File: src/hw/rtl/rspd_pkg.sv
// shared types, constants and a helper function for the packet deframer
`default_nettype none

package rspd_pkg;

    localparam int MaxPacket = 4096;
    localparam int LenW = 12;
    localparam int LenLimitInt = (MaxPacket - 1 > 4095) ? 4095 : MaxPacket - 1;
    localparam logic [LenW-1:0] LenLimit = LenLimitInt[LenW-1:0];

    localparam logic [7:0] ChIntr = 8'h03;
    localparam logic [7:0] ChStart = 8'h24;
    localparam logic [7:0] ChHash = 8'h23;

    localparam int AddrW = 3;
    localparam logic RegNoAck = 1'b0;

    typedef enum logic [1:0] {
        PH_HUNT = 2'd0,
        PH_DATA = 2'd1,
        PH_HIGH = 2'd2,
        PH_LOW  = 2'd3
    } phase_t;

    typedef enum logic [1:0] {
        KIND_BYTE = 2'd0,
        KIND_END  = 2'd1,
        KIND_INTR = 2'd2,
        KIND_OVF  = 2'd3
    } kind_t;

    typedef enum logic [1:0] {
        REPLY_NONE = 2'd0,
        REPLY_ACK  = 2'd1,
        REPLY_NAK  = 2'd2
    } reply_t;

    typedef struct packed {
        kind_t            kind;
        logic [7:0]       payload_byte;
        logic [LenW-1:0]  payload_length;
        logic             checksum_match;
        logic             deliver;
        reply_t           reply;
    } result_t;

    typedef struct packed {
        logic ok;
        logic [3:0] value;
    } hex_t;

    // ascii hex digit decode, invalid characters give value 0
    function automatic hex_t hex_decode(input logic [7:0] ch);
        hex_t h;
        h.ok = 1'b1;
        h.value = 4'd0;
        if (ch >= 8'h30 && ch <= 8'h39) begin
            h.value = 4'(ch - 8'h30);
        end else if (ch >= 8'h61 && ch <= 8'h66) begin
            h.value = 4'(ch - 8'h57);
        end else if (ch >= 8'h41 && ch <= 8'h46) begin
            h.value = 4'(ch - 8'h37);
        end else begin
            h.ok = 1'b0;
        end
        return h;
    endfunction

endpackage

`default_nettype wire

File: src/hw/rtl/rspd_if.sv
// valid/ready channel interfaces for received bytes and deframer results
`default_nettype none

interface rspd_byte_if;
    logic       valid;
    logic       ready;
    logic [7:0] rx_byte;

    modport source (output valid, output rx_byte, input ready);
    modport sink (input valid, input rx_byte, output ready);
endinterface

interface rspd_result_if;
    logic                       valid;
    logic                       ready;
    rspd_pkg::kind_t            kind;
    logic [7:0]                 payload_byte;
    logic [rspd_pkg::LenW-1:0]  payload_length;
    logic                       checksum_match;
    logic                       deliver;
    rspd_pkg::reply_t           reply;

    modport source (output valid, output kind, output payload_byte, output payload_length,
                    output checksum_match, output deliver, output reply, input ready);
    modport sink (input valid, input kind, input payload_byte, input payload_length,
                  input checksum_match, input deliver, input reply, output ready);
endinterface

`default_nettype wire

File: src/hw/rtl/rspd_cfg.sv
// apb configuration register block
`default_nettype none

module rspd_cfg (
    input  wire logic                       clk,
    input  wire logic                       rst_n,
    input  wire logic                       psel,
    input  wire logic                       penable,
    input  wire logic                       pwrite,
    input  wire logic [rspd_pkg::AddrW-1:0] paddr,
    input  wire logic [31:0]                pwdata,
    output logic [31:0]                     prdata,
    output logic                            pready,
    output logic                            ack_disable
);

    logic no_ack_reg;
    logic no_ack_next;
    logic reg_idx;

    assign reg_idx = paddr[2];
    assign pready = 1'b1;
    assign ack_disable = no_ack_reg;

    always_comb
    begin
        no_ack_next = no_ack_reg;
        if (psel && penable && pwrite && reg_idx == rspd_pkg::RegNoAck)
        begin
            no_ack_next = pwdata[0];
        end
    end

    always_comb
    begin
        prdata = 32'd0;
        if (reg_idx == rspd_pkg::RegNoAck)
        begin
            prdata = {31'd0, no_ack_reg};
        end
    end

    always_ff @(posedge clk or negedge rst_n)
    begin
        if (!rst_n)
        begin
            no_ack_reg <= 1'b0;
        end
        else
        begin
            no_ack_reg <= no_ack_next;
        end
    end

endmodule

`default_nettype wire

File: src/hw/rtl/rspd_parser.sv
// input byte register and framing state update
`default_nettype none

module rspd_parser (
    input  wire logic          clk,
    input  wire logic          rst_n,
    input  wire logic          in_valid,
    output logic               in_ready,
    input  wire logic [7:0]    in_byte,
    input  wire logic          ack_disable,
    input  wire logic          out_free,
    output logic               res_load,
    output rspd_pkg::result_t  res_data
);

    logic                       s1_valid_reg;
    logic                       s1_valid_next;
    logic [7:0]                 s1_byte_reg;
    rspd_pkg::phase_t           phase_reg;
    rspd_pkg::phase_t           phase_next;
    logic [7:0]                 sum_reg;
    logic [7:0]                 sum_next;
    logic [rspd_pkg::LenW-1:0]  count_reg;
    logic [rspd_pkg::LenW-1:0]  count_next;
    logic [3:0]                 high_reg;
    logic [3:0]                 high_next;
    logic                       bad_reg;
    logic                       bad_next;
    logic                       advance;
    logic                       has_result;
    logic                       match;
    rspd_pkg::hex_t             hex;

    // the held byte is processed once the result register can take its outcome
    assign advance = s1_valid_reg && out_free;
    assign in_ready = !s1_valid_reg || advance;
    assign s1_valid_next = in_valid ? 1'b1 : (s1_valid_reg && !advance);
    assign hex = rspd_pkg::hex_decode(s1_byte_reg);
    assign match = hex.ok && !bad_reg && ({high_reg, hex.value} == sum_reg);
    assign res_load = advance && has_result;

    always_comb
    begin
        phase_next = phase_reg;
        sum_next = sum_reg;
        count_next = count_reg;
        high_next = high_reg;
        bad_next = bad_reg;
        has_result = 1'b0;
        res_data = '0;
        res_data.kind = rspd_pkg::KIND_BYTE;
        res_data.reply = rspd_pkg::REPLY_NONE;
        if (s1_byte_reg == rspd_pkg::ChIntr)
        begin
            has_result = 1'b1;
            res_data.kind = rspd_pkg::KIND_INTR;
        end
        else
        begin
            unique case (phase_reg)
                rspd_pkg::PH_HUNT:
                begin
                    if (s1_byte_reg == rspd_pkg::ChStart)
                    begin
                        phase_next = rspd_pkg::PH_DATA;
                        sum_next = 8'd0;
                        count_next = '0;
                        high_next = 4'd0;
                        bad_next = 1'b0;
                    end
                end
                rspd_pkg::PH_DATA:
                begin
                    if (s1_byte_reg == rspd_pkg::ChHash)
                    begin
                        phase_next = rspd_pkg::PH_HIGH;
                    end
                    else if (count_reg >= rspd_pkg::LenLimit)
                    begin
                        has_result = 1'b1;
                        res_data.kind = rspd_pkg::KIND_OVF;
                        res_data.payload_length = count_reg;
                        phase_next = rspd_pkg::PH_HUNT;
                    end
                    else
                    begin
                        has_result = 1'b1;
                        res_data.payload_byte = s1_byte_reg;
                        sum_next = sum_reg + s1_byte_reg;
                        count_next = count_reg + 1'b1;
                    end
                end
                rspd_pkg::PH_HIGH:
                begin
                    high_next = hex.value;
                    bad_next = !hex.ok;
                    phase_next = rspd_pkg::PH_LOW;
                end
                rspd_pkg::PH_LOW:
                begin
                    has_result = 1'b1;
                    res_data.kind = rspd_pkg::KIND_END;
                    res_data.payload_length = count_reg;
                    res_data.checksum_match = match;
                    res_data.deliver = match || ack_disable;
                    if (ack_disable)
                    begin
                        res_data.reply = rspd_pkg::REPLY_NONE;
                    end
                    else if (match)
                    begin
                        res_data.reply = rspd_pkg::REPLY_ACK;
                    end
                    else
                    begin
                        res_data.reply = rspd_pkg::REPLY_NAK;
                    end
                    phase_next = rspd_pkg::PH_HUNT;
                end
                default:
                begin
                    phase_next = rspd_pkg::PH_HUNT;
                end
            endcase
        end
    end

    always_ff @(posedge clk or negedge rst_n)
    begin
        if (!rst_n)
        begin
            s1_valid_reg <= 1'b0;
            phase_reg <= rspd_pkg::PH_HUNT;
            sum_reg <= 8'd0;
            count_reg <= '0;
            high_reg <= 4'd0;
            bad_reg <= 1'b0;
        end
        else
        begin
            if (in_ready)
            begin
                s1_valid_reg <= s1_valid_next;
            end
            if (advance)
            begin
                phase_reg <= phase_next;
                sum_reg <= sum_next;
                count_reg <= count_next;
                high_reg <= high_next;
                bad_reg <= bad_next;
            end
        end
    end

    always_ff @(posedge clk)
    begin
        if (in_valid && in_ready)
        begin
            s1_byte_reg <= in_byte;
        end
    end

endmodule

`default_nettype wire

File: src/hw/rtl/rspd_out_reg.sv
// result register toward the downstream sink
`default_nettype none

module rspd_out_reg (
    input  wire logic               clk,
    input  wire logic               rst_n,
    input  wire logic               load,
    input  wire rspd_pkg::result_t  load_data,
    output logic                    free,
    output logic                    out_valid,
    input  wire logic               out_ready,
    output rspd_pkg::result_t       out_data
);

    logic               valid_reg;
    logic               valid_next;
    rspd_pkg::result_t  data_reg;

    assign free = !valid_reg || out_ready;
    assign out_valid = valid_reg;
    assign out_data = data_reg;

    always_comb
    begin
        valid_next = valid_reg;
        if (load)
        begin
            valid_next = 1'b1;
        end
        else if (out_ready)
        begin
            valid_next = 1'b0;
        end
    end

    always_ff @(posedge clk or negedge rst_n)
    begin
        if (!rst_n)
        begin
            valid_reg <= 1'b0;
        end
        else
        begin
            valid_reg <= valid_next;
        end
    end

    always_ff @(posedge clk)
    begin
        if (load)
        begin
            data_reg <= load_data;
        end
    end

endmodule

`default_nettype wire

File: src/hw/rtl/rsp_packet_deframer.sv
// Remote debug packet deframer. Takes one received byte per transaction on rx and
// produces at most one result per byte on evt: payload bytes, a packet end with length,
// checksum verdict, delivery flag and ack reply, interrupt requests for 0x03, and
// overflow errors for payloads beyond the length limit. A new byte is accepted every
// cycle while evt is ready: each byte is held in the input register, and its result is
// loaded into the result register once that register is free. The no-ack mode bit is
// written through the apb port at an address with paddr bit 2 clear; the user must
// write it only while the block is idle, which the block itself does not enforce.
`default_nettype none

module rsp_packet_deframer (
    input  wire logic                       clk,
    input  wire logic                       rst_n,
    rspd_byte_if.sink                       rx,
    rspd_result_if.source                   evt,
    input  wire logic                       psel,
    input  wire logic                       penable,
    input  wire logic                       pwrite,
    input  wire logic [rspd_pkg::AddrW-1:0] paddr,
    input  wire logic [31:0]                pwdata,
    output logic [31:0]                     prdata,
    output logic                            pready
);

    logic               ack_disable;
    logic               out_free;
    logic               res_load;
    rspd_pkg::result_t  res_data;
    rspd_pkg::result_t  out_data;

    rspd_cfg u_cfg (
        .clk         (clk),
        .rst_n       (rst_n),
        .psel        (psel),
        .penable     (penable),
        .pwrite      (pwrite),
        .paddr       (paddr),
        .pwdata      (pwdata),
        .prdata      (prdata),
        .pready      (pready),
        .ack_disable (ack_disable)
    );

    rspd_parser u_parser (
        .clk         (clk),
        .rst_n       (rst_n),
        .in_valid    (rx.valid),
        .in_ready    (rx.ready),
        .in_byte     (rx.rx_byte),
        .ack_disable (ack_disable),
        .out_free    (out_free),
        .res_load    (res_load),
        .res_data    (res_data)
    );

    rspd_out_reg u_out (
        .clk       (clk),
        .rst_n     (rst_n),
        .load      (res_load),
        .load_data (res_data),
        .free      (out_free),
        .out_valid (evt.valid),
        .out_ready (evt.ready),
        .out_data  (out_data)
    );

    assign evt.kind = out_data.kind;
    assign evt.payload_byte = out_data.payload_byte;
    assign evt.payload_length = out_data.payload_length;
    assign evt.checksum_match = out_data.checksum_match;
    assign evt.deliver = out_data.deliver;
    assign evt.reply = out_data.reply;

endmodule

`default_nettype wire
File: src/flat_wrapper.sv
// flat-port wrapper written by rule: the top's interface ports become plain ports
module rsp_packet_deframer_flat 
  (clk, rst_n, psel, penable, pwrite, paddr, pwdata, prdata, pready, rx_valid, rx_rx_byte, rx_ready, evt_valid, evt_kind, evt_payload_byte, evt_payload_length, evt_checksum_match, evt_deliver, evt_reply, evt_ready);
  rspd_byte_if rx_i ();
  rspd_result_if evt_i ();
  input  wire logic clk;
  input  wire logic rst_n;
  input  wire logic psel;
  input  wire logic penable;
  input  wire logic pwrite;
  input  wire logic [rspd_pkg::AddrW-1:0] paddr;
  input  wire logic [31:0] pwdata;
  output logic [31:0] prdata;
  output logic pready;
  input wire logic [$bits(rx_i.valid)-1:0] rx_valid;
  input wire logic [$bits(rx_i.rx_byte)-1:0] rx_rx_byte;
  output wire logic [$bits(rx_i.ready)-1:0] rx_ready;
  output wire logic [$bits(evt_i.valid)-1:0] evt_valid;
  output wire logic [$bits(evt_i.kind)-1:0] evt_kind;
  output wire logic [$bits(evt_i.payload_byte)-1:0] evt_payload_byte;
  output wire logic [$bits(evt_i.payload_length)-1:0] evt_payload_length;
  output wire logic [$bits(evt_i.checksum_match)-1:0] evt_checksum_match;
  output wire logic [$bits(evt_i.deliver)-1:0] evt_deliver;
  output wire logic [$bits(evt_i.reply)-1:0] evt_reply;
  input wire logic [$bits(evt_i.ready)-1:0] evt_ready;
  assign rx_i.valid = rx_valid;
  assign rx_i.rx_byte = rx_rx_byte;
  assign rx_ready = rx_i.ready;
  assign evt_valid = evt_i.valid;
  assign evt_kind = evt_i.kind;
  assign evt_payload_byte = evt_i.payload_byte;
  assign evt_payload_length = evt_i.payload_length;
  assign evt_checksum_match = evt_i.checksum_match;
  assign evt_deliver = evt_i.deliver;
  assign evt_reply = evt_i.reply;
  assign evt_i.ready = evt_ready;
  rsp_packet_deframer u_core (.clk(clk), .rst_n(rst_n), .rx(rx_i), .evt(evt_i), .psel(psel), .penable(penable), .pwrite(pwrite), .paddr(paddr), .pwdata(pwdata), .prdata(prdata), .pready(pready));
endmodule
File: config.mk
export PLATFORM = sky130hd
export DESIGN_NAME = rsp_packet_deframer_flat
export DESIGN_NICKNAME = d
export VERILOG_FILES = /design/src/hw/rtl/rspd_pkg.sv /design/src/hw/rtl/rspd_if.sv /design/src/hw/rtl/rspd_cfg.sv /design/src/hw/rtl/rspd_parser.sv /design/src/hw/rtl/rspd_out_reg.sv /design/src/hw/rtl/rsp_packet_deframer.sv /design/src/flat_wrapper.sv
export SDC_FILE = /design/constraint.sdc
export NUM_CORES = 1
export LEC_CHECK = 0
export ABC_AREA = 1
export ABC_CLOCK_PERIOD_IN_PS = 6900
export BUFFER_PORTS_ARGS = -buffer_cell sky130_fd_sc_hd__clkbuf_2
export CAP_MARGIN = 0
export CORE_AREA = 3 3 97 99
export CTS_BUF_LIST = sky130_fd_sc_hd__clkbuf_4 sky130_fd_sc_hd__clkbuf_8 sky130_fd_sc_hd__clkbuf_16
export CTS_CLUSTER_DIAMETER = 100
export DETAILED_ROUTE_END_ITERATION = 10
export DIE_AREA = 0 0 100 102
export GPL_TIMING_DRIVEN = 0
export PLACE_DENSITY = 0.67
export SYNTH_ARGS = -nofsm -noshare
export SYNTH_HDL_FRONTEND = slang
export SYNTH_SLANG_ARGS = --single-unit
File: constraint.sdc
create_clock -name clk -period 6.9 [get_ports clk]
set_input_delay 0.69 -clock clk [delete_from_list [all_inputs] [get_ports clk]]
set_output_delay 0.69 -clock clk [all_outputs]
set_load 0.03 [all_outputs]
==> results.toml, run 1 <==
[clock_tree]
numCtsBuffers = 9
hold_buffers = 0
clockBufferDepth = 2
cts_resized = 0
cts_max_level = 3
insertion_delay_ns = 0.34
post_cts_buffers = 0
cts_root_buf = "clkbuf_8"
clk_pin_slew_worst_paths_ns = 0.08
cts_sinks = 64
cts_tree = "done"

[detailed_routing]
viasPerCell = 4.60
vias = 2933
firstDrtPassIters = 5
drc = 0
totalWireLength_um = 7930
drt_iter0_drc = 94
wl_per_cell_um = 12.4
postRouteAntennaNets = 0

[critical_path]
rr_worst_depth = 7
critPathKind = "register to register"
end_kind = "register"
start_kind = "register"
crit_fanout = 19
cp.required_ns = 6.93
critPathArrivalTime_ns = 2.24

[grt]
grt_max_degree = 31
grt-ovfl-total = 0
grt_usage_pct = 16.6
grt_pass1_wl_um = 13400
antenna_found_initial = 0
grt_pass1_vias = 2858

[sta]
rsz0062_at_grt = "false"
setup_tns_ns = 0
finalSetupViolCount = 0
fin_ws_ns = 4.69
final_hold_viol_count = 0
min_period_over_period_pct = 32.0
fmax_mhz = 452
fin_crit_ns = 2.21
skew_ns = 0.0122
slew_viol_final = 0
tightest_slew_ns = 0.812
slew_headroom_pct = 45.8

[synth]
ys_seq_elements = 64
ys_seq_area_share_pct = 46.3
synth_cells = 437
synth_warnings = 0
synth_top_area_cell = "edfxtp_1"
synth_edf_count = 34
avgSynthCellArea_um2 = 8.76
netlist_top_cells_count = "nand2_1 (98), nor2_1 (51), inv_1 (44), edfxtp_1 (34), buf_4 (32)"
async_reset_ff_share_pct = 46.9
synth.most_common_cell = "nand2_1"
syn_area_mm2 = 0.00383
synth_top_cell_area_share_pct = 26.7
ys_types = 37
synth_area_leaders = "edfxtp_1 (27%), dfrtp_1 (20%), nand2_1 (9.6%), buf_4 (6.3%), nor2_1 (5.0%)"
synthFlopType = "edfxtp_1"

[layout]
nets = 586
drive_above_1_share_pct = 26.3
largest_register_ffs = 26
syn_to_final_growth_pct = 17.7
fillCellCount = 826
n_antenna_cell = 0
fin_cells = 637

[die]
ios = 111
die_h_um = 102
coreArea_mm2 = 0.00864
fp-row-count = 34
die_w_um = 100
initial_core_util_pct = 44.3
dieArea_mm2 = 0.0102

[min_path]
hold_class = "input pin to asynchronous set/reset pin"

[placement]
placed_cells = 621
globalplace.congestion = 0.912
dp_slack_ns = 4.68
dp_hpwl_um = 6190
port_buffers = 45

[outcome]
outcome = "finished clean"

[power]
irDropWorstVdd_v = 0.000120
p_leak_nw = 2.17
power.density_mw_per_mm2 = 334

[job]
maxCapViolCount = 0
==> final timing paths <==
path / startpoint / end / slack, ns
max: u_core.u_parser.s1_byte_reg[0]$_DFFE_PP_ / u_core.u_out.out_data[2]$_SDFFCE_PP0P_ / 4.69
min: rst_n / u_core.u_parser.count_reg[3]$_DFFE_PN0P_ / 0.43
max reg2reg: u_core.u_parser.s1_byte_reg[0]$_DFFE_PP_ / u_core.u_out.out_data[2]$_SDFFCE_PP0P_ / 4.69
min reg2reg: u_core.u_parser.bad_reg$_DFFE_PN0P_ / u_core.u_parser.bad_reg$_DFFE_PN0P_ / 0.49
max in group asynchronous: rst_n / u_core.u_parser.sum_reg[2]$_DFFE_PN0P_ / 5.95
min in group clk: u_core.u_parser.bad_reg$_DFFE_PN0P_ / u_core.u_parser.bad_reg$_DFFE_PN0P_ / 0.49
==> per-stage QoR <==
step	area (um2)	utilization, %	hold slack (ns)	total power [mW]
after floorplan	3940	-	0.394	1.05
after global placement	4300	49.8	0.468	1.18
after detailed placement	4320	50.0	0.481	1.20
after CTS	4500	52.2	0.462	1.52
after global routing	4500	52.2	0.488	1.62
final	4500	52.2	0.435	1.50
==> power breakdown <==
group          internal, mW  switching [mW]
clock network         0.171           0.140
registers             0.510          0.0728
logic                 0.194           0.415
total                 0.876           0.629
==> worst max-delay path: stages, from the launching register on <==
cell      delay, ns
edfxtp_1       0.50
ha_1           0.29
nand4_2        0.13
nor2_1         0.09
inv_1          0.09
o21ai_0        0.13
nor2_2         0.42
buf_8          0.25
==> routing by layer <==
metal / wire length [um] / vias up / GRT usage [%]
li1: - / 1530 / -
met1: 3460 / 1328 / 20.0
met2: 4040 / 63 / 30.3
met3: 323 / 12 / 2.59
met4: 100 / 0 / 5.80
met5: 0 / - / 0
==> cell type report <==
cell class,instances,area [um2],area share (%)
repair buffers,46,240,5.33
inverters,52,198,4.39
clock inverters,5,47.5,1.06
flip-flops and latches,64,1770,39.3
clock buffers,11,139,3.08
well taps,108,135,3.00
plain buffers,38,294,6.53
multi-input cells,313,1680,37.3
==> kinds of logic after synthesis <==
kind of cell / synth area share (%)
xor gates and xnor gates: 3.89
buffers and inverters: 12.8
other: 0.196
adders and majority gates: 4.12
DFF: 46.3
AOI/OAI and AO/OA: 5.62
and+or+nand+nor: 27.0
==> layout by cell type, fill, tap and decap left out, types with 2 or more instances in the layout <==
master / Yosys / routed
buf_4: 32 / 32
inv_2: 7 / 7
nand4_1: 8 / 8
dfrtp_1: 30 / 30
edfxtp_1: 34 / 34
nor2_1: 51 / 50
conb_1: 2 / 32
nor2_2: 1 / 2
nor3_1: 7 / 7
nor3_2: 5 / 5
clkinv_1: 0 / 2
clkbuf_2: 0 / 45
nand2_1: 98 / 98
nand3_1: 26 / 26
nand2_2: 9 / 9
o21ai_1: 4 / 4
nand3_2: 2 / 2
clkbuf_8: 0 / 9
inv_1: 44 / 44
a21oi_1: 4 / 4
o21ai_2: 11 / 11
clkbuf_4: 0 / 2
xor2_1: 12 / 12
o21ai_0: 13 / 13
clkinv_2: 0 / 2
nand3b_1: 4 / 4
ha_1: 11 / 11
buf_6: 4 / 4
xnor2_1: 5 / 5
(Power assumes the default switching activity.)
==> run 2: changes to the inputs <==
--- a/config.mk
+++ b/config.mk
@@ -5,8 +5,8 @@
 export SDC_FILE = /design/constraint.sdc
 export NUM_CORES = 1
 export LEC_CHECK = 0
-export ABC_AREA = 1
-export ABC_CLOCK_PERIOD_IN_PS = 6900
+export ABC_AREA = 0
+export ABC_CLOCK_PERIOD_IN_PS = 2200
 export BUFFER_PORTS_ARGS = -buffer_cell sky130_fd_sc_hd__clkbuf_2
 export CAP_MARGIN = 0
 export CORE_AREA = 3 3 97 99
==> constraint.sdc (replaced) <==
create_clock -name clk -period 2.2 [get_ports clk]
set_input_delay 0.22 -clock clk [delete_from_list [all_inputs] [get_ports clk]]
set_output_delay 0.22 -clock clk [all_outputs]
set_load 0.03 [all_outputs]
==> run 2 against run 1 <==
The run now ends with setup timing left. Sequential power increased to 2.9 times the previous value. Final cell count decreased by 6.9%. Combinational power increased by 140%. Power increased to 2.9 times the previous value. First-iteration DRC count increased by 130%. Synthesized area about the same. Critical path type unchanged. Largest cell class is now multi-input combinational cells.
==> results.toml, run 2 <==
[critical_path]
path_buf_inv = 2
slowest_stage = "edfxtp_1"
crit_path_cell_trace = "inv_2, ha_4, nand2_1, nor4b_4, o21ai_2, buf_6, or4_1, a21boi_1"
r2r_slack_ns = -0.03
critPathKind = "register to register"
crit_fanout = 7
critPathArrivalTime_ns = 2.50
end_kind = "register"
cp.required_ns = 2.47
max_stage_delay_ns = 0.52
r2r-start = "u_core.u_parser.s1_byte_reg[0]$_DFFE_PP_"
timing.rr.end = "u_core.u_parser.count_reg[9]$_DFFE_PN0P_"
start_kind = "register"
rr_worst_depth = 8
path_delay_family = "simple AND/OR/NAND/NOR gates"

[sta]
fin_ws_ns = -0.0309
hold_ws_ns = 0.0407
min_period_over_period_pct = 101
skew_ns = 0.00773
slew_viol_final = 0
rsz0062_at_grt = "true"
tightest_slew_ns = 0.849
slew_headroom_pct = 43.4
fmax_mhz = 448
final_hold_viol_count = 0
fin_crit_ns = 2.23
finalSetupViolCount = 3

[synth]
syn_area_mm2 = 0.00382
async_reset_ff_share_pct = 46.9
synth_top_area_cell = "edfxtp_1"
synth_top_cell_area_share_pct = 26.7
synth_area_leaders = "edfxtp_1 (27%), dfrtp_1 (20%), buf_4 (6.9%), ha_1 (3.6%), o21ai_0 (2.9%)"
synthFlopType = "edfxtp_1"
ys_seq_elements = 64
ys_seq_area_share_pct = 46.3
avgSynthCellArea_um2 = 10.4
synth_warnings = 0
synth_edf_count = 34
ys_types = 64
synth_cells = 367
synth.most_common_cell = "buf_4"
netlist_top_cells_count = "buf_4 (35), edfxtp_1 (34), dfrtp_1 (30), nand2_1 (23), o21ai_0 (22)"

[layout]
drive_above_1_share_pct = 35.7
n_antenna_cell = 0
seq_area_mm2 = 0.00177
most-common-layout-cells = "buf_4 (57), clkbuf_2 (47), edfxtp_1 (34), conb_1 (32), dfrtp_1 (30)"
final_core_util_pct = 57.2
layout_commonest_cell = "buf_4"
nets = 542
syn_to_final_growth_pct = 29.1
fin_cells = 593
fillCellCount = 741
final_area_mm2 = 0.00494
largest_register_ffs = 26
multi_input_area_mm2 = 0.00199

[grt]
antenna_found_initial = 0
grt_usage_pct = 18.9
grt-ovfl-total = 0
grt_pass1_vias = 3057
grt_max_degree = 31
grt_pass1_wl_um = 14900

[placement]
placedInstanceArea_mm2 = 0.00431
dp_hpwl_um = 6530
globalplace.congestion = 0.938
port_buffers = 45
placed_cells = 550

[die]
coreArea_mm2 = 0.00864
ios = 111
initial_core_util_pct = 44.3
dieArea_mm2 = 0.0102
fp-row-count = 34
die_w_um = 100
die_h_um = 102

[detailed_routing]
wl_per_cell_um = 16.0
viasPerCell = 5.29
totalWireLength_um = 9490
drt_iter0_drc = 218
drc = 0
postRouteAntennaNets = 0
firstDrtPassIters = 4
vias = 3136

[power]
p_leak_nw = 2.15
power.density_mw_per_mm2 = 868
irDropWorstVdd_v = 0.000624

[clock_tree]
clockBufferDepth = 2
numCtsBuffers = 9
cts_max_level = 3
cts_tree = "done"
insertion_delay_ns = 0.35
cts_root_buf = "clkbuf_8"
clk_pin_slew_worst_paths_ns = 0.08
cts_sinks = 64

[job]
maxCapViolCount = 0

[min_path]
hold_class = "input pin to register"
holdPathStages = 1
hold_start = "rx_rx_byte[4]"
hold_end = "u_core.u_parser.s1_byte_reg[4]$_DFFE_PP_"

[outcome]
violations = "setup timing"
outcome = "finished with violations"
run 2: changes by cell type in the layout (fill, tap and decap cells not counted), moves of 7 or more:
cell	previous run	this run
and2_1	0	13
buf_4	32	57
inv_1	44	8
mux2i_1	0	9
nand2_1	98	23
nand2_2	9	0
nand2b_1	0	7
nand3_1	26	17
nor2_1	50	12
o21ai_2	11	2
o31ai_1	0	7
xor2_1	12	3
run 2: through the flow:
stage               power (mW)  setup WS [ns]  TNS [ns]
floorplan                 2.69         0.0513         0
global placement          2.95         -0.294     -9.67
detailed placement        3.00         -0.348    -12.07
CTS                       4.24        -0.0322   -0.0833
global route              4.56        -0.0918     -1.23
finish                    4.29        -0.0309   -0.0407
run 2: logic make-up after synthesis:
kind of cell | Yosys count | share of synthesized area [%]
simple gates | 126 | 19.2
compound gates | 83 | 14.9
flops | 64 | 46.3
buf+inv | 58 | 9.65
mux | 13 | 3.53
fa+ha+maj | 12 | 4.12
xor+xnor | 9 | 2.06
other cells | 2 | 0.196
run 2: power breakdown:
part	total [mW]	leakage (nW)	internal [mW]	switching, mW
sequential	1.69	0.716	1.48	0.211
clock	1.15	0.109	0.680	0.474
combinational	1.45	1.32	0.625	0.822
run 2: worst max-delay path by stage:
stage,from,to,slack [ns],cells after the start
after floorplan,u_core.u_parser.s1_byte_reg[1]$_DFFE_PP_,u_core.u_parser.count_reg[9]$_DFFE_PN0P_,0.05,8
after global placement,u_core.u_parser.s1_byte_reg[4]$_DFFE_PP_,u_core.u_out.out_data[1]$_SDFFCE_PP0P_,-0.29,3
after detailed placement,u_core.u_parser.s1_byte_reg[4]$_DFFE_PP_,u_core.u_out.out_data[24]$_SDFFCE_PP0P_,-0.35,3
after CTS,u_core.u_parser.s1_byte_reg[0]$_DFFE_PP_,u_core.u_out.out_data[2]$_SDFFCE_PP0P_,-0.03,7
after global routing,u_core.u_parser.s1_byte_reg[0]$_DFFE_PP_,u_core.u_parser.high_reg[3]$_DFFE_PN0P_,-0.09,8
final,u_core.u_parser.s1_byte_reg[0]$_DFFE_PP_,u_core.u_parser.count_reg[9]$_DFFE_PN0P_,-0.03,8
run 2: area by class of cell:
type / count / area share [%]
sequential: 64 / 35.9
clock buffer: 11 / 2.94
multi-input combinational: 276 / 40.3
timing repair buffer: 73 / 9.22
tap: 108 / 2.74
buffer: 45 / 6.46
inverter: 11 / 0.836
clock inverter: 5 / 1.62
run 2: worst reg2reg max path, cell delays in order (launching register included):
cell	delay, ns
edfxtp_1	0.52
inv_2	0.14
ha_4	0.15
nand2_1	0.09
nor4b_4	0.30
o21ai_2	0.16
buf_6	0.16
or4_1	0.50
a21boi_1	0.13
run 2: timing repair:
item                                   4_1_cts  5_1_grt
setup endpoints to repair                   60       35
endpoints found under the hold margin       30        0
buffers inserted                            15       11
gates resized for setup                     24       22
cloned                                       1        1
pin swaps                                   12       15
hold buffers                                 1        0
run 2: per-layer routing:
layer	vias up	global-route usage (%)	share of wire, %
met2	86	33.2	51
met3	21	5.32	5.2
met5	-	0	0
met1	1503	21.9	42
li1	1526	-	-
met4	0	7.25	2.5
==> run 3: changes to the inputs <==
--- a/config.mk
+++ b/config.mk
@@ -6,7 +6,7 @@
 export NUM_CORES = 1
 export LEC_CHECK = 0
 export ABC_AREA = 0
-export ABC_CLOCK_PERIOD_IN_PS = 2200
+export ABC_CLOCK_PERIOD_IN_PS = 1900
 export BUFFER_PORTS_ARGS = -buffer_cell sky130_fd_sc_hd__clkbuf_2
 export CAP_MARGIN = 0
 export CORE_AREA = 3 3 97 99
@@ -15,7 +15,7 @@
 export DETAILED_ROUTE_END_ITERATION = 10
 export DIE_AREA = 0 0 100 102
 export GPL_TIMING_DRIVEN = 0
-export PLACE_DENSITY = 0.67
+export PLACE_DENSITY = 0.7
 export SYNTH_ARGS = -nofsm -noshare
 export SYNTH_HDL_FRONTEND = slang
 export SYNTH_SLANG_ARGS = --single-unit
==> constraint.sdc (replaced) <==
create_clock -name clk -period 1.9 [get_ports clk]
set_input_delay 0.19 -clock clk [delete_from_list [all_inputs] [get_ports clk]]
set_output_delay 0.19 -clock clk [all_outputs]
set_load 0.03 [all_outputs]
==> run 3 against run 2 <==
The run still ends with setup timing left. Clock power about the same. Clock skew increased by 0.0052 ns. Final cell count increased by 6.4%. Die area unchanged. Core utilization increased by 11 points. Final area increased by 20%. Register-to-register slack got worse by 0.20 ns. Via count increased by 11%. Critical path depth decreased by 1. Fmax increased by 4.7%. Clock-buffer cell count increased by 1. Flip-flop and latch count unchanged. Largest cell class unchanged.
==> results.toml, run 3 (synthesized netlist as in run 2, its figures left out) <==
[critical_path]
crit_path_start = "u_core.u_parser.s1_byte_reg[0]$_DFFE_PP_"
r2r-start = "u_core.u_parser.s1_byte_reg[0]$_DFFE_PP_"
timing.rr.end = "u_core.u_out.out_data[0]$_SDFFCE_PP0P_"
endpoint = "u_core.u_out.out_data[0]$_SDFFCE_PP0P_"
r2r_slack_ns = -0.23
critPathKind = "register to register"
rr_worst_depth = 7
critPathArrivalTime_ns = 2.23
start_kind = "register"
crit_fanout = 4
cp.required_ns = 2.00
end_kind = "register"

[min_path]
holdPathStages = 1
hold_class = "input pin to register"

[detailed_routing]
drt_iter0_drc = 175
wl_per_cell_um = 18.8
drc = 0
vias = 3482
firstDrtPassIters = 4
postRouteAntennaNets = 0
viasPerCell = 5.52
totalWireLength_um = 11900

[sta]
rsz0062_at_grt = "true"
fin_crit_ns = 2.13
tightest_slew_ns = 0.937
finalSetupViolCount = 62
final_hold_viol_count = 0
slew_headroom_pct = 37.6
skew_ns = 0.0130
min_period_over_period_pct = 112
slew_viol_final = 0
fmax_mhz = 469
fin_ws_ns = -0.231

[clock_tree]
cts_tree = "done"
clockBufferDepth = 2
numCtsBuffers = 9
cts_sinks = 64
insertion_delay_ns = 0.36
cts_max_level = 3
cts_root_buf = "clkbuf_8"
clk_pin_slew_worst_paths_ns = 0.07

[layout]
layout_commonest_cell = "buf_4"
most-common-layout-cells = "buf_4 (66), clkbuf_2 (46), edfxtp_1 (34), conb_1 (32), dfrtp_1 (30)"
drive_above_1_share_pct = 51.6
final_core_util_pct = 68.5
largest_register_ffs = 26
syn_to_final_growth_pct = 54.6
n_antenna_cell = 0
fillCellCount = 609
nets = 580

[grt]
grt_usage_pct = 21.7
grt_pass1_wl_um = 17100
grt_max_degree = 31
grt-ovfl-total = 0
antenna_found_initial = 0
grt_pass1_vias = 3442

[die]
fp-row-count = 34
die_h_um = 102
initial_core_util_pct = 44.3
ios = 111
coreArea_mm2 = 0.00864
die_w_um = 100
dieArea_mm2 = 0.0102

[outcome]
outcome = "finished with violations"
violations = "setup timing"

[placement]
port_buffers = 45
dp_hpwl_um = 6700
dp_slack_ns = -0.606
globalplace.congestion = 0.919

[power]
p_seq_share_pct = 36.5
intPower_mw = 3.40
comb_power_share_pct = 42.5
p_leak_nw = 2.58
switching_share_pct = 37.9
clockPowerShare_pct = 20.9
power.density_mw_per_mm2 = 925
irDropWorstVdd_v = 0.000789
p_sw_mw = 2.07

[job]
maxCapViolCount = 0
==> run 3: repair_timing <==
action | in CTS | in global routing
endpoints found under the setup margin | 75 | 68
hold endpoints to repair | 30 | 0
gates resized for setup | 65 | 69
hold buffers | 1 | 0
buffers inserted | 42 | 20
gates cloned | 3 | 2
pin swaps | 25 | 38
==> run 3: worst min path at each step <==
stage | startpoint | end | slack [ns]
5_1_grt | rx_rx_byte[5] | u_core.u_parser.s1_byte_reg[5]$_DFFE_PP_ | 0.003
3_5_place_dp | rst_n | u_core.u_out.out_valid$_DFFE_PN0P_ | 0.34
2_1_floorplan | rst_n | asynchronous set/reset pin | -0.11
6_report | rx_rx_byte[4] | u_core.u_parser.s1_byte_reg[4]$_DFFE_PP_ | 0.003
4_1_cts | rx_rx_byte[4] | u_core.u_parser.s1_byte_reg[4]$_DFFE_PP_ | 0.007
3_3_place_gp | rst_n | u_core.u_out.out_valid$_DFFE_PN0P_ | 0.32
==> run 3: layer usage <==
| metal | vias to the layer above | GRT usage (%) | part of all wire [%] | wire length [um] |
|---|---|---|---|---|
| met2 | 143 | 41.7 | 55 | 6480 |
| met1 | 1675 | 24.1 | 36 | 4240 |
| met5 | - | 0 | 0 | 0 |
| li1 | 1610 | - | - | - |
| met4 | 0 | 7.15 | 4.6 | 549 |
| met3 | 54 | 3.82 | 5.0 | 595 |
==> run 3: layout make-up <==
class | instances | area (um2) | share of cell area, %
Multi-Input combinational cell | 277 | 2470 | 41.8
Sequential cell | 64 | 1770 | 30.0
Timing Repair Buffer | 111 | 928 | 15.7
Buffer | 44 | 373 | 6.31
Clock buffer | 12 | 164 | 2.77
Tap cell | 108 | 135 | 2.29
Inverter | 11 | 41.3 | 0.698
Clock inverter | 4 | 26.3 | 0.444
==> run 3: metrics by stage <==
step | TNS (ns) | hold WS [ns] | area, um2 | total power [mW] | cells
floorplan | -6.16 | -0.106 | 4160 | 3.24 | 397
global placement | -23.82 | 0.319 | 4520 | 3.55 | 550
detailed placement | -26.98 | 0.338 | 4520 | 3.62 | 550
CTS | -3.15 | 0.00684 | 5420 | 5.14 | 610
global route | -11.40 | 0.00273 | 5910 | 5.70 | 631
finish | -6.83 | 0.00282 | 5910 | 5.47 | 631
==> run 3: worst max-delay path: stages, from the launching register on <==
cell      delay, ns
edfxtp_1       0.48
buf_6          0.17
ha_4           0.16
or3b_4         0.38
and4_4         0.17
o21a_1         0.20
o211ai_1       0.25
nor3_1         0.08
==> run 3: power by group through the flow <==
stage / logic, mW / registers, mW / clock network, mW
after floorplan: 1.21 / 2.03 / 0
after global placement: 1.58 / 1.97 / 0
after detailed placement: 1.64 / 1.99 / 0
after CTS: 2.03 / 1.97 / 1.14
after global routing: 2.50 / 2.03 / 1.17
final: 2.33 / 2.00 / 1.14
